`config.mk`:
```
export PLATFORM = sky130hd
export DESIGN_NAME = ident_reply_user_matcher_top_flat
export DESIGN_NICKNAME = d
export VERILOG_FILES = /design/src/hdl/irum_pkg.sv /design/src/hdl/irum_reply_if.sv /design/src/hdl/irum_result_if.sv /design/src/hdl/ident_reply_user_matcher_top.sv /design/src/hdl/irum_parser.sv /design/src/flat_wrapper.sv
export SDC_FILE = /design/constraint.sdc
export NUM_CORES = 1
export LEC_CHECK = 0
export BUFFER_PORTS_ARGS = -buffer_cell sky130_fd_sc_hd__clkbuf_2
export CORE_ASPECT_RATIO = 1.5
export CORE_MARGIN = 2
export CORE_UTILIZATION = 40
export DETAILED_ROUTE_END_ITERATION = 10
export SLEW_MARGIN = 20
export SYNTH_ARGS = -nofsm -noshare
export SYNTH_HDL_FRONTEND = slang
export SYNTH_SLANG_ARGS = --single-unit
```
`constraint.sdc`:
```
create_clock -name clk -period 3.4 [get_ports clk]
set_input_delay 0.51 -clock clk [delete_from_list [all_inputs] [get_ports clk]]
set_output_delay 0.51 -clock clk [all_outputs]
set_load 0.005 [all_outputs]
```
`src/hdl/irum_pkg.sv`:
```
// irum_pkg: widths, character codes, verdict codes and helper functions
// for the ident reply user matcher; no dependencies
`timescale 1ns / 1ps
`default_nettype none

package irum_pkg;

	localparam int MAX_REPLY_BYTES = 127;
	localparam int MAX_USER_BYTES  = 8;

	localparam int BYTE_W       = 8;
	localparam int USER_W       = 64;
	localparam int LEN_W        = 4;
	localparam int CFG_IDX_W    = 2;
	localparam int CFG_DATA_W   = 64;
	localparam int VERDICT_W    = 3;
	localparam int SEEN_W       = $clog2(MAX_REPLY_BYTES + 1);
	localparam int NAME_IDX_W   = $clog2(MAX_USER_BYTES + 1);
	localparam int KW_IDX_W     = 3;
	localparam int KEYWORD_LEN  = 6;

	localparam logic [CFG_IDX_W-1:0] CFG_EXPECTED_USER   = 2'd0;
	localparam logic [CFG_IDX_W-1:0] CFG_EXPECTED_LENGTH = 2'd1;

	localparam logic [BYTE_W-1:0] CHAR_COLON = 8'h3a;
	localparam logic [BYTE_W-1:0] CHAR_CR    = 8'h0d;
	localparam logic [BYTE_W-1:0] CHAR_LF    = 8'h0a;
	localparam logic [BYTE_W-1:0] CHAR_NUL   = 8'h00;
	localparam logic [BYTE_W-1:0] CHAR_SPACE = 8'h20;
	localparam logic [BYTE_W-1:0] CHAR_LC_A  = 8'h61;
	localparam logic [BYTE_W-1:0] CHAR_LC_Z  = 8'h7a;
	localparam logic [BYTE_W-1:0] CASE_BIT   = 8'h20;

	typedef enum logic [VERDICT_W-1:0] {
		VERDICT_MATCH        = 3'd0,
		VERDICT_NAME_DIFFERS = 3'd1,
		VERDICT_NO_COLON1    = 3'd2,
		VERDICT_NO_COLON2    = 3'd3,
		VERDICT_BAD_KEYWORD  = 3'd4,
		VERDICT_NO_COLON3    = 3'd5
	} verdict_t;

	typedef enum logic [5:0] {
		PH_PORTS   = 6'b000001,
		PH_KSPACE  = 6'b000010,
		PH_KEYWORD = 6'b000100,
		PH_OSTYPE  = 6'b001000,
		PH_NSPACE  = 6'b010000,
		PH_NAME    = 6'b100000
	} phase_t;

	typedef struct packed {
		logic [USER_W-1:0]     user;
		logic [NAME_IDX_W-1:0] limit;
	} cfg_t;

	// upper-case fold of a-z only
	function automatic logic [BYTE_W-1:0] fold(input logic [BYTE_W-1:0] c);
		logic [BYTE_W-1:0] r;
		r = c;
		if (c >= CHAR_LC_A && c <= CHAR_LC_Z) begin
			r = c & ~CASE_BIT;
		end
		return r;
	endfunction

	function automatic logic [BYTE_W-1:0] keyword_char(input logic [KW_IDX_W-1:0] i);
		logic [BYTE_W-1:0] r;
		case (i)
			3'd0:    r = 8'h55; // U
			3'd1:    r = 8'h53; // S
			3'd2:    r = 8'h45; // E
			3'd3:    r = 8'h52; // R
			3'd4:    r = 8'h49; // I
			3'd5:    r = 8'h44; // D
			default: r = 8'h00;
		endcase
		return r;
	endfunction

endpackage

`default_nettype wire

```
`src/hdl/irum_reply_if.sv`:
```
// irum_reply_if: input channel carrying one reply byte per beat
// depends on irum_pkg
`timescale 1ns / 1ps
`default_nettype none

interface irum_reply_if;
	logic                        valid;
	logic                        ready;
	logic [irum_pkg::BYTE_W-1:0] reply_byte;
	logic                        end_of_reply;

	modport source (output valid, output reply_byte, output end_of_reply, input ready);
	modport sink   (input valid, input reply_byte, input end_of_reply, output ready);
endinterface

`default_nettype wire

```
`src/hdl/irum_result_if.sv`:
```
// irum_result_if: output channel carrying one verdict per beat
// depends on irum_pkg
`timescale 1ns / 1ps
`default_nettype none

interface irum_result_if;
	logic                           valid;
	logic                           ready;
	logic                           user_matches;
	logic [irum_pkg::VERDICT_W-1:0] verdict;

	modport source (output valid, output user_matches, output verdict, input ready);
	modport sink   (input valid, input user_matches, input verdict, output ready);
endinterface

`default_nettype wire

```
`src/hdl/ident_reply_user_matcher_top.sv`:
```
// ident_reply_user_matcher_top: input register, parser, result register, config
// depends on irum_pkg, irum_reply_if, irum_result_if, irum_parser
// a byte marked end_of_reply is held in the input register, then its verdict is registered in the result register
// throughput: one byte per cycle while no final byte waits behind a pending verdict
// a pending verdict stalls the input only when the next final byte is ready behind it
// reset: asynchronous, parse state to the start of a reply, config and valids to zero
`timescale 1ns / 1ps
`default_nettype none

module ident_reply_user_matcher_top (
	input  wire logic                            clk,
	input  wire logic                            arst_n,
	irum_reply_if.sink                           reply,
	irum_result_if.source                        result,
	input  wire logic                            cfg_we,
	input  wire logic [irum_pkg::CFG_IDX_W-1:0]  cfg_index,
	input  wire logic [irum_pkg::CFG_DATA_W-1:0] cfg_data
);

	logic [irum_pkg::USER_W-1:0] user_q;
	logic [irum_pkg::LEN_W-1:0]  len_q;
	irum_pkg::cfg_t              cfg;

	logic                        valid_s1;
	logic [irum_pkg::BYTE_W-1:0] byte_s1;
	logic                        last_s1;

	logic                        out_valid_q;
	irum_pkg::verdict_t          verdict_q;
	irum_pkg::verdict_t          verdict;

	logic                        out_free;
	logic                        adv;
	logic                        accept;

	always_ff @(posedge clk or negedge arst_n) begin
		if (!arst_n) begin
			user_q <= '0;
			len_q  <= '0;
		end else if (cfg_we) begin
			case (cfg_index)
				irum_pkg::CFG_EXPECTED_USER:   user_q <= cfg_data[irum_pkg::USER_W-1:0];
				irum_pkg::CFG_EXPECTED_LENGTH: len_q  <= cfg_data[irum_pkg::LEN_W-1:0];
				default: ;
			endcase
		end
	end

	// lengths above the buffer are clamped
	assign cfg.user  = user_q;
	assign cfg.limit = (len_q > irum_pkg::LEN_W'(irum_pkg::MAX_USER_BYTES))
	                   ? irum_pkg::NAME_IDX_W'(irum_pkg::MAX_USER_BYTES)
	                   : irum_pkg::NAME_IDX_W'(len_q);

	assign out_free    = !out_valid_q || result.ready;
	assign adv         = valid_s1 && (!last_s1 || out_free);
	assign reply.ready = !valid_s1 || adv;
	assign accept      = reply.valid && reply.ready;

	always_ff @(posedge clk or negedge arst_n) begin
		if (!arst_n) begin
			valid_s1 <= 1'b0;
		end else if (accept) begin
			valid_s1 <= 1'b1;
		end else if (adv) begin
			valid_s1 <= 1'b0;
		end
	end

	always_ff @(posedge clk) begin
		if (accept) begin
			byte_s1 <= reply.reply_byte;
			last_s1 <= reply.end_of_reply;
		end
	end

	irum_parser u_parser (
		.clk     (clk),
		.arst_n  (arst_n),
		.step    (adv),
		.byte_in (byte_s1),
		.last    (last_s1),
		.cfg     (cfg),
		.verdict (verdict)
	);

	always_ff @(posedge clk or negedge arst_n) begin
		if (!arst_n) begin
			out_valid_q <= 1'b0;
		end else if (adv && last_s1) begin
			out_valid_q <= 1'b1;
		end else if (result.ready) begin
			out_valid_q <= 1'b0;
		end
	end

	always_ff @(posedge clk) begin
		if (adv && last_s1) begin
			verdict_q <= verdict;
		end
	end

	assign result.valid        = out_valid_q;
	assign result.verdict      = verdict_q;
	assign result.user_matches = (verdict_q == irum_pkg::VERDICT_MATCH);

	// a final byte that leaves the input register always lands a verdict
	a_final_beat_lands: assert property (@(posedge clk) disable iff (!arst_n)
		adv && last_s1 |=> result.valid)
		else $error("final byte did not produce a verdict");

	// input stalls only behind a final byte blocked by a pending verdict
	a_stall_cause: assert property (@(posedge clk) disable iff (!arst_n)
		!reply.ready |-> valid_s1 && last_s1 && out_valid_q && !result.ready)
		else $error("input stalled without a blocked verdict");

	// verdict codes stay within the defined set
	a_verdict_range: assert property (@(posedge clk) disable iff (!arst_n)
		result.valid |-> (verdict_q == irum_pkg::VERDICT_MATCH
			|| verdict_q == irum_pkg::VERDICT_NAME_DIFFERS
			|| verdict_q == irum_pkg::VERDICT_NO_COLON1
			|| verdict_q == irum_pkg::VERDICT_NO_COLON2
			|| verdict_q == irum_pkg::VERDICT_BAD_KEYWORD
			|| verdict_q == irum_pkg::VERDICT_NO_COLON3))
		else $error("verdict code out of range");

	// a verdict not taken is not overwritten by the next final byte
	a_no_overwrite: assert property (@(posedge clk) disable iff (!arst_n)
		result.valid && !result.ready |-> !(adv && last_s1))
		else $error("pending verdict overwritten");

endmodule

`default_nettype wire

```
`src/hdl/irum_parser.sv`:
```
// irum_parser: per-byte parse state of one ident reply and its verdict
// depends on irum_pkg
`timescale 1ns / 1ps
`default_nettype none

module irum_parser (
	input  wire logic                        clk,
	input  wire logic                        arst_n,
	input  wire logic                        step,
	input  wire logic [irum_pkg::BYTE_W-1:0] byte_in,
	input  wire logic                        last,
	input  wire irum_pkg::cfg_t              cfg,
	output irum_pkg::verdict_t               verdict
);

	irum_pkg::phase_t                    phase_q, phase_n;
	logic [irum_pkg::KW_IDX_W-1:0]       kw_idx_q, kw_idx_n;
	logic                                kw_ok_q, kw_ok_n;
	logic [irum_pkg::NAME_IDX_W-1:0]     name_idx_q, name_idx_n;
	logic                                name_diff_q, name_diff_n;
	logic [irum_pkg::SEEN_W-1:0]         seen_q, seen_n;
	logic                                ended_q, ended_n;

	logic                                take;
	logic                                term;
	logic                                is_colon;
	logic                                is_space;
	logic                                do_name;
	logic [2:0]                          name_sel;
	logic [irum_pkg::BYTE_W-1:0]         exp_char;
	logic                                name_eq;

	assign is_colon = (byte_in == irum_pkg::CHAR_COLON);
	assign is_space = (byte_in == irum_pkg::CHAR_SPACE);
	assign term     = (byte_in == irum_pkg::CHAR_CR) || (byte_in == irum_pkg::CHAR_LF)
	                  || (byte_in == irum_pkg::CHAR_NUL);
	assign take     = !ended_q
	                  && (seen_q < irum_pkg::SEEN_W'(irum_pkg::MAX_REPLY_BYTES));

	// byte lane of the expected name, taken modulo eight
	assign name_sel      = name_idx_q[2:0];
	assign exp_char      = cfg.user[8*name_sel +: 8];
	assign name_eq       = (irum_pkg::fold(byte_in) == irum_pkg::fold(exp_char));

	always_comb begin
		phase_n     = phase_q;
		kw_idx_n    = kw_idx_q;
		kw_ok_n     = kw_ok_q;
		name_idx_n  = name_idx_q;
		name_diff_n = name_diff_q;
		seen_n      = seen_q;
		ended_n     = ended_q;
		do_name     = 1'b0;
		if (take) begin
			seen_n = seen_q + 1'b1;
			if (term) begin
				ended_n = 1'b1;
			end else begin
				unique case (phase_q)
					irum_pkg::PH_PORTS: begin
						if (is_colon) phase_n = irum_pkg::PH_KSPACE;
					end
					irum_pkg::PH_KSPACE: begin
						if (is_colon) begin
							kw_ok_n = 1'b0;
							phase_n = irum_pkg::PH_OSTYPE;
						end else if (!is_space) begin
							phase_n  = irum_pkg::PH_KEYWORD;
							if (irum_pkg::fold(byte_in)
							    != irum_pkg::keyword_char(irum_pkg::KW_IDX_W'(0)))
								kw_ok_n = 1'b0;
							kw_idx_n = irum_pkg::KW_IDX_W'(1);
						end
					end
					irum_pkg::PH_KEYWORD: begin
						if (is_colon) begin
							// short keyword fails
							if (kw_idx_q < irum_pkg::KW_IDX_W'(irum_pkg::KEYWORD_LEN))
								kw_ok_n = 1'b0;
							phase_n = irum_pkg::PH_OSTYPE;
						end else if (kw_idx_q < irum_pkg::KW_IDX_W'(irum_pkg::KEYWORD_LEN)) begin
							if (irum_pkg::fold(byte_in) != irum_pkg::keyword_char(kw_idx_q))
								kw_ok_n = 1'b0;
							kw_idx_n = kw_idx_q + 1'b1;
						end
					end
					irum_pkg::PH_OSTYPE: begin
						if (is_colon) phase_n = irum_pkg::PH_NSPACE;
					end
					irum_pkg::PH_NSPACE: begin
						if (!is_space) begin
							phase_n = irum_pkg::PH_NAME;
							do_name = 1'b1;
						end
					end
					irum_pkg::PH_NAME: begin
						do_name = 1'b1;
					end
					default: begin
						phase_n = irum_pkg::PH_PORTS;
					end
				endcase
			end
		end
		if (do_name) begin
			if (name_idx_q < cfg.limit) begin
				if (!name_eq) name_diff_n = 1'b1;
				name_idx_n = name_idx_q + 1'b1;
			end else begin
				name_diff_n = 1'b1;
			end
		end
	end

	always_comb begin
		if (phase_n == irum_pkg::PH_PORTS) begin
			verdict = irum_pkg::VERDICT_NO_COLON1;
		end else if (phase_n == irum_pkg::PH_KSPACE || phase_n == irum_pkg::PH_KEYWORD) begin
			verdict = irum_pkg::VERDICT_NO_COLON2;
		end else if (!kw_ok_n) begin
			verdict = irum_pkg::VERDICT_BAD_KEYWORD;
		end else if (phase_n == irum_pkg::PH_OSTYPE) begin
			verdict = irum_pkg::VERDICT_NO_COLON3;
		end else if (name_diff_n || (name_idx_n != cfg.limit)) begin
			verdict = irum_pkg::VERDICT_NAME_DIFFERS;
		end else begin
			verdict = irum_pkg::VERDICT_MATCH;
		end
	end

	always_ff @(posedge clk or negedge arst_n) begin
		if (!arst_n) begin
			phase_q     <= irum_pkg::PH_PORTS;
			kw_idx_q    <= '0;
			kw_ok_q     <= 1'b1;
			name_idx_q  <= '0;
			name_diff_q <= 1'b0;
			seen_q      <= '0;
			ended_q     <= 1'b0;
		end else if (step) begin
			if (last) begin
				// verdict given, start over for the next reply
				phase_q     <= irum_pkg::PH_PORTS;
				kw_idx_q    <= '0;
				kw_ok_q     <= 1'b1;
				name_idx_q  <= '0;
				name_diff_q <= 1'b0;
				seen_q      <= '0;
				ended_q     <= 1'b0;
			end else begin
				phase_q     <= phase_n;
				kw_idx_q    <= kw_idx_n;
				kw_ok_q     <= kw_ok_n;
				name_idx_q  <= name_idx_n;
				name_diff_q <= name_diff_n;
				seen_q      <= seen_n;
				ended_q     <= ended_n;
			end
		end
	end

endmodule

`default_nettype wire

```
`src/flat_wrapper.sv`:
```
// flat-port wrapper written by rule: the top's interface ports become plain ports
module ident_reply_user_matcher_top_flat 
  (clk, arst_n, cfg_we, cfg_index, cfg_data, reply_valid, reply_reply_byte, reply_end_of_reply, reply_ready, result_valid, result_user_matches, result_verdict, result_ready);
  irum_reply_if reply_i ();
  irum_result_if result_i ();
  input  wire logic clk;
  input  wire logic arst_n;
  input  wire logic cfg_we;
  input  wire logic [irum_pkg::CFG_IDX_W-1:0] cfg_index;
  input  wire logic [irum_pkg::CFG_DATA_W-1:0] cfg_data;
  input wire logic [$bits(reply_i.valid)-1:0] reply_valid;
  input wire logic [$bits(reply_i.reply_byte)-1:0] reply_reply_byte;
  input wire logic [$bits(reply_i.end_of_reply)-1:0] reply_end_of_reply;
  output wire logic [$bits(reply_i.ready)-1:0] reply_ready;
  output wire logic [$bits(result_i.valid)-1:0] result_valid;
  output wire logic [$bits(result_i.user_matches)-1:0] result_user_matches;
  output wire logic [$bits(result_i.verdict)-1:0] result_verdict;
  input wire logic [$bits(result_i.ready)-1:0] result_ready;
  assign reply_i.valid = reply_valid;
  assign reply_i.reply_byte = reply_reply_byte;
  assign reply_i.end_of_reply = reply_end_of_reply;
  assign reply_ready = reply_i.ready;
  assign result_valid = result_i.valid;
  assign result_user_matches = result_i.user_matches;
  assign result_verdict = result_i.verdict;
  assign result_i.ready = result_ready;
  ident_reply_user_matcher_top u_core (.clk(clk), .arst_n(arst_n), .reply(reply_i), .result(result_i), .cfg_we(cfg_we), .cfg_index(cfg_index), .cfg_data(cfg_data));
endmodule
```
==> impl_metrics.json, run 1 <==
{
  "final_hold_viol_count": 0,
  "gr-usage-met3": 0.0360,
  "drive_gt1_frac": 0.383,
  "fmax_mhz": 318,
  "synth_edf_count": 12,
  "grt_max_degree": 80,
  "port_buffers": 85,
  "fin_crit_ps": 3150,
  "antenna_found_initial": 0,
  "syn_nets": 591,
  "post_cts_resized": 0,
  "setup_viol": 0,
  "vias": 4257,
  "die-area_um2": 15400,
  "tns_ps": 0,
  "cp_cell_sequence": "xnor2_1 > a22o_1 > a211oi_4 > and4b_1 > nand2_1 > xnor2_1 > mux2_4 > nor4b_4 > o32ai_2",
  "cts_sinks": 105,
  "crit_family": "compound AO/OA/AOI/OAI gates",
  "setup.worst_path.end_class": "flop",
  "p_leak_uw": 0.00289,
  "cts_setup_buffers": 0,
  "drtIter0Drc": 154,
  "cp_max_fo": 11,
  "cts_hold_buf": 0,
  "ir_drop_v": 0.000359,
  "crit_top_cell": "xnor2_1",
  "grt_pass1_wl_um": 22200,
  "finalNonFillerCells": 784,
  "grt-busiest-layer": "met2",
  "grt_usage": 0.186,
  "vias_per_cell": 5.43,
  "final_core_util": 0.481,
  "numCtsBuffers": 9,
  "io_pins": 86,
  "p_per_area_nw_per_um2": 528,
  "postSynthCellCount": 501,
  "use_met1": 0.214,
  "grtUsageMet2": 0.336,
  "rsz0062_at_grt": "no",
  "fin_nets": 677,
  "drv_cap": 0,
  "cp_num_buf_inv": 0,
  "finalPower_uw": 3570,
  "clkTransAtPathRegs_ps": 80,
  "cpPeakStageDelay_ps": 560,
  "dp_hpwl_um": 10400,
  "slew_headroom": 0.410,
  "dp.cells": 767,
  "synth_seq_area_share": 0.466,
  "routedWlPerCell_um": 17.7,
  "min_period_over_period": 0.925,
  "drt_first_pass_iters": 4,
  "worst_pin_slew_ps": 878,
  "hold_class": "in2async",
  "die_h_um": 151,
  "wl_um": 13800,
  "synthFlopType": "dfrtp_1",
  "ctsHtreeMaxLevel": 3,
  "design.core.area_um2": 14100,
  "overflow": 0,
  "cts_buffer_depth": 2,
  "fill_cells": 1331,
  "cts_tree": "built",
  "critPathSlowestCell": "edfxtp_1",
  "async_flop_share": 0.886,
  "num_antenna_cells": 0,
  "grt_pass1_vias": 4406,
  "ys_ff_latch": 105,
  "worstSetupPathType": "reg2reg",
  "synthToLayoutAreaGrowth_pct": 17.0,
  "start_util": 0.411,
  "die_w_um": 102,
  "drc_errors": 0,
  "synth_area_per_cell_um2": 11.5,
  "fp-row-count": 53,
  "ys.warnings.count": 0,
  "start_kind": "flop",
  "report.final.slew_viol_count": 0,
  "skew_ps": 15.5,
  "clock_tree.root_cell": "clkbuf_16",
  "synth_area_um2": 5780,
  "place.gp.congestion": 0.904,
  "clk_latency_ps": 370,
  "worstPathRequired_ps": 3480,
  "postRouteAntennaNets": 0,
  "outcome": "finished, final reports clean",
  "synth_cell_types": 72,
  "worstPathArrival_ps": 3230
}
worst paths after layout:
path / end / slack, ps / start / cells after the start
setup / recovery: u_core.result.verdict[0] / 250 / u_core.byte_s1[3] / 9
hold / removal: u_core.u_parser.kw_idx_q[2] / 40 / arst_n / 1
setup reg to reg: u_core.result.verdict[0] / 250 / u_core.byte_s1[3] / 9
hold reg to reg: u_core.user_q[27] / 510 / u_core.user_q[27] / 1
max in group asynchronous: u_core.user_q[25] / 2630 / arst_n / 3
min in group clk: u_core.last_s1 / 320 / reply_end_of_reply / 1
flip-flops by register name, indices dropped and copies added, names as in the netlist:
signal and count:
u_core.byte_s1 8, u_core.last_s1 1, u_core.len_q 4, u_core.result.valid 1, u_core.result.verdict 3, u_core.u_parser.ended_q 1
u_core.u_parser.kw_idx_q 3, u_core.u_parser.kw_ok_q 1, u_core.u_parser.name_diff_q 1, u_core.u_parser.name_idx_q 4, u_core.u_parser.phase_q 6, u_core.u_parser.seen_q 7
u_core.user_q 64, u_core.valid_s1 1
through the flow:
| step | setup slack (ps) | hold slack (ps) | area (um^2) |
|---|---|---|---|
| floorplan | 450 | 214 | 5780 |
| CTS | 182 | 324 | 6730 |
| global route | 31.5 | 57.6 | 6760 |
| finish | 255 | 35.4 | 6760 |
| global placement | 272 | 482 | 6420 |
| detailed placement | 191 | 490 | 6420 |
worst reg2reg max path: cells and delay by family, from the launching register on:
kind	cells	cell delay [ps]
compound gates	3	850
simple gates	3	710
flops	1	560
xor+xnor	2	400
mux	1	350
power by group:
group / switching [uW] / total [uW] / leakage [uW] / internal [uW]
combinational: 437 / 931 / 0.00149 / 493
sequential: 127 / 1580 / 0.00125 / 1460
clock: 531 / 1060 / 0.000146 / 525
total: 1100 / 3570 / 0.00289 / 2480
area by class of cell:
| class | instances | area (um^2) | area share |
|---|---|---|---|
| inverter | 11 | 41.3 | 0.00611 |
| sequential | 105 | 2690 | 0.398 |
| timing repair buffer | 99 | 553 | 0.0818 |
| tap | 192 | 240 | 0.0355 |
| clock buffer | 9 | 225 | 0.0333 |
| multi-input combinational | 361 | 2930 | 0.433 |
| clock inverter | 7 | 85.1 | 0.0126 |
cell usage after synthesis (10+ instances only):
cell type / count / share of area
dfrtp_1: 91 / 0.39
nor2_1: 45 / 0.029
clkbuf_1: 12 / 0.0078
edfxtp_1: 12 / 0.062
o21ai_0: 15 / 0.013
nor3_1: 12 / 0.010
xnor2_1: 12 / 0.018
xor2_1: 10 / 0.015
ha_1: 10 / 0.022
mux2_2: 76 / 0.15
nand2_1: 31 / 0.020
a21oi_1: 13 / 0.011
inv_1: 10 / 0.0065
placed cells by master (no fill, tap or decap), drive strengths merged, types with 3 or more instances in the layout:
cell / instances
nor2: 49
dfrtp: 91
nand3: 9
nand4: 5
nor2b: 4
buf: 15
nand2: 31
clkbuf: 93
a22oi: 3
nand2b: 3
a31oi: 4
a21oi: 13
and3: 6
xnor2: 12
or3: 5
and2: 8
inv: 13
a22o: 5
xor2: 10
nand3b: 3
mux2: 83
ha: 10
o22ai: 9
edfxtp: 12
nor4: 8
nor3: 13
clkinv: 4
mux2i: 3
a211oi: 3
mux4: 9
o21ai: 16
or4: 3
routing by layer:
layer / vias up / share of wire
met3: 22 / 0.042
met1: 2118 / 0.39
met4: 0 / 0.027
li1: 2009 / -
met5: - / 0
met2: 108 / 0.54
kinds of logic (layout without fill, tap and decap cells):
kind of cell	Yosys count	in the layout	share of synthesized area
AND/OR/NAND/NOR	156	156	0.144
buffers and inverters	35	126	0.0292
flip-flops	105	105	0.466
multiplexers	95	95	0.205
AO/OA/AOI/OAI	78	78	0.101
adder cells (fa/ha/maj)	10	10	0.0217
XOR/XNOR	22	22	0.0333
Note: power is estimated with default switching activity, not from simulation.
==> run 2: changes to the inputs <==
Settings changed: RECOVER_POWER set to 50, SLEW_MARGIN 20 to not set.
Clock period 3.4 ns to 2.7 ns, I/O delays scaled along.
==> impl_metrics.json, run 2 (same netlist as run 1, synthesis figures left out) <==
{
  "routedWlPerCell_um": 17.0,
  "mostFrequentLayoutCell": "buf_4",
  "worstPathRequired_ps": 2790,
  "fill_cells": 1324,
  "clock_tree.root_cell": "clkbuf_16",
  "cts_buffer_depth": 2,
  "fin_ws_ps": -325,
  "wl_um": 14800,
  "grt_pass1_wl_um": 23600,
  "drive_gt1_frac": 0.479,
  "crit_start": "u_core.len_q[3]",
  "die_h_um": 151,
  "cpPeakStageDelay_ps": 440,
  "report.final.slew_viol_count": 81,
  "r2r-end": "u_core.result.verdict[0]",
  "outcome": "finished with violations",
  "numCtsBuffers": 9,
  "cts_hold_buf": 0,
  "clk_latency_ps": 360,
  "place.gp.congestion": 0.880,
  "drtIter0Drc": 159,
  "synthToLayoutAreaGrowth_pct": 29.5,
  "design.core.area_um2": 14100,
  "drt_first_pass_iters": 5,
  "grt_max_degree": 81,
  "num_antenna_cells": 0,
  "reg2reg_depth": 12,
  "start_kind": "flop",
  "skew_ps": 10.3,
  "vias": 4539,
  "antenna_found_initial": 0,
  "setup_viol": 1,
  "rsz0062_at_grt": "yes",
  "worstPathArrival_ps": 3120,
  "dp_hpwl_um": 11400,
  "hold_class": "in2reg",
  "overflow": 0,
  "cp_max_fo": 4,
  "fmax_mhz": 331,
  "fin_nets": 761,
  "worstSetupPathType": "reg2reg",
  "final_hold_viol_count": 0,
  "critPathSlowestCell": "dfrtp_1",
  "cts_tree": "built",
  "final_cell_mix": "buf_4, dfrtp_1, clkbuf_2",
  "fin_crit_ps": 3030,
  "fp-row-count": 53,
  "reg.largest.list": "u_core.user_q (64), u_core.byte_s1 (8), u_core.u_parser.seen_q (7)",
  "postRouteAntennaNets": 0,
  "tns_ps": -325,
  "setup.worst_path.end_class": "flop",
  "min_from": "reply_reply_byte[3]",
  "drc_errors": 0,
  "ctsHtreeMaxLevel": 3,
  "die_w_um": 102,
  "cp_cell_sequence": "nor2b_2 > inv_2 > ha_4 > a21o_1 > a221oi_4 > buf_4 > and4b_1 > nand2_1 > xnor2_1 > mux2_4 > nor4b_4 > o32ai_2",
  "crit_end": "u_core.result.verdict[0]",
  "dpl_worst_slack_ps": -304,
  "slew_headroom": -0.347,
  "drv_cap": 1,
  "cts_sinks": 105,
  "min_period_over_period": 1.12,
  "ff2ff_setup_slack_ps": -330,
  "p_per_area_nw_per_um2": 636,
  "largest_register_ff_count": 64,
  "port_buffers": 85,
  "worst_pin_slew_ps": 2020,
  "ir_drop_v": 0.000380,
  "rr_startpoint": "u_core.len_q[3]",
  "p_leak_uw": 0.00330,
  "vias_per_cell": 5.23,
  "clkTransAtPathRegs_ps": 70,
  "die-area_um2": 15400,
  "io_pins": 86,
  "grt_pass1_vias": 4833,
  "top_register": "u_core.user_q",
  "failed_checks": "max-capacitance violations, max-slew violations, negative setup slack",
  "start_util": 0.411,
  "grt_usage": 0.200
}
-- run 2: cell types whose count changed in the layout (fill, tap and decap cells not counted), moves of 3 or more --
cell / previous run / this run
clkbuf_1: 0 / 4
buf_4: 14 / 92
ha_4: 0 / 3
ha_1: 10 / 7
-- run 2: timing repair --
item	in CTS	in global routing
endpoints found under the setup margin	2	3
gates resized for setup	4	17
pin swaps	5	10
setup buffers	2	8
-- run 2: metal layers --
metal | track usage | vias up | wire length, um | part of all wire
met5 | 0 | - | 0 | 0
met2 | 0.374 | 106 | 8270 | 0.56
met3 | 0.0351 | 35 | 559 | 0.038
li1 | - | 2176 | - | -
met4 | 0.0940 | 0 | 539 | 0.036
met1 | 0.213 | 2222 | 5410 | 0.37
-- run 2: worst max-delay path: cells and delay by family (launching register included) --
family / cells / cell delay (ps)
mux: 1 / 350
simple gates: 4 / 760
xor+xnor: 1 / 230
flops: 1 / 440
fa+ha+maj: 1 / 150
buf+inv: 2 / 220
compound gates: 3 / 630
-- run 2: area by class of cell --
cell class	instances	area, um^2	share of cell area
Sequential cell	105	2690	0.359
Inverter	11	41.3	0.00552
Timing Repair Buffer	183	1180	0.157
Multi-Input combinational cell	361	3040	0.406
Clock inverter	7	72.6	0.00970
Tap cell	192	240	0.0321
Clock buffer	9	225	0.0301
-- run 2: worst min-delay path by stage --
stage                             end  slack [ps]  cells after the start
floorplan             u_core.len_q[0]         110                      0
global route        u_core.byte_s1[3]         220                      1
detailed placement    u_core.len_q[1]         490                      1
finish              u_core.byte_s1[3]         230                      1
global placement     u_core.user_q[9]         480                      1
CTS                 u_core.byte_s1[3]         220                      1
-- run 2: power breakdown --
part	leakage (uW)	internal, uW	switching [uW]	total, uW
Sequential	0.00125	1830	145	1980
Clock	0.000146	652	645	1300
Combinational	0.00190	841	643	1480
Total	0.00330	3330	1430	4760
-- run 2: stage by stage --
step | utilization | instances | hold slack [ps] | area (um^2) | total power, uW
2_1_floorplan | - | 501 | 109 | 5780 | 2870
3_3_place_gp | 0.499 | 842 | 483 | 7010 | 3340
3_5_place_dp | 0.499 | 842 | 486 | 7010 | 3400
4_1_cts | 0.523 | 860 | 218 | 7350 | 4720
5_1_grt | 0.532 | 868 | 216 | 7480 | 5040
6_report | 0.532 | 868 | 227 | 7480 | 4760
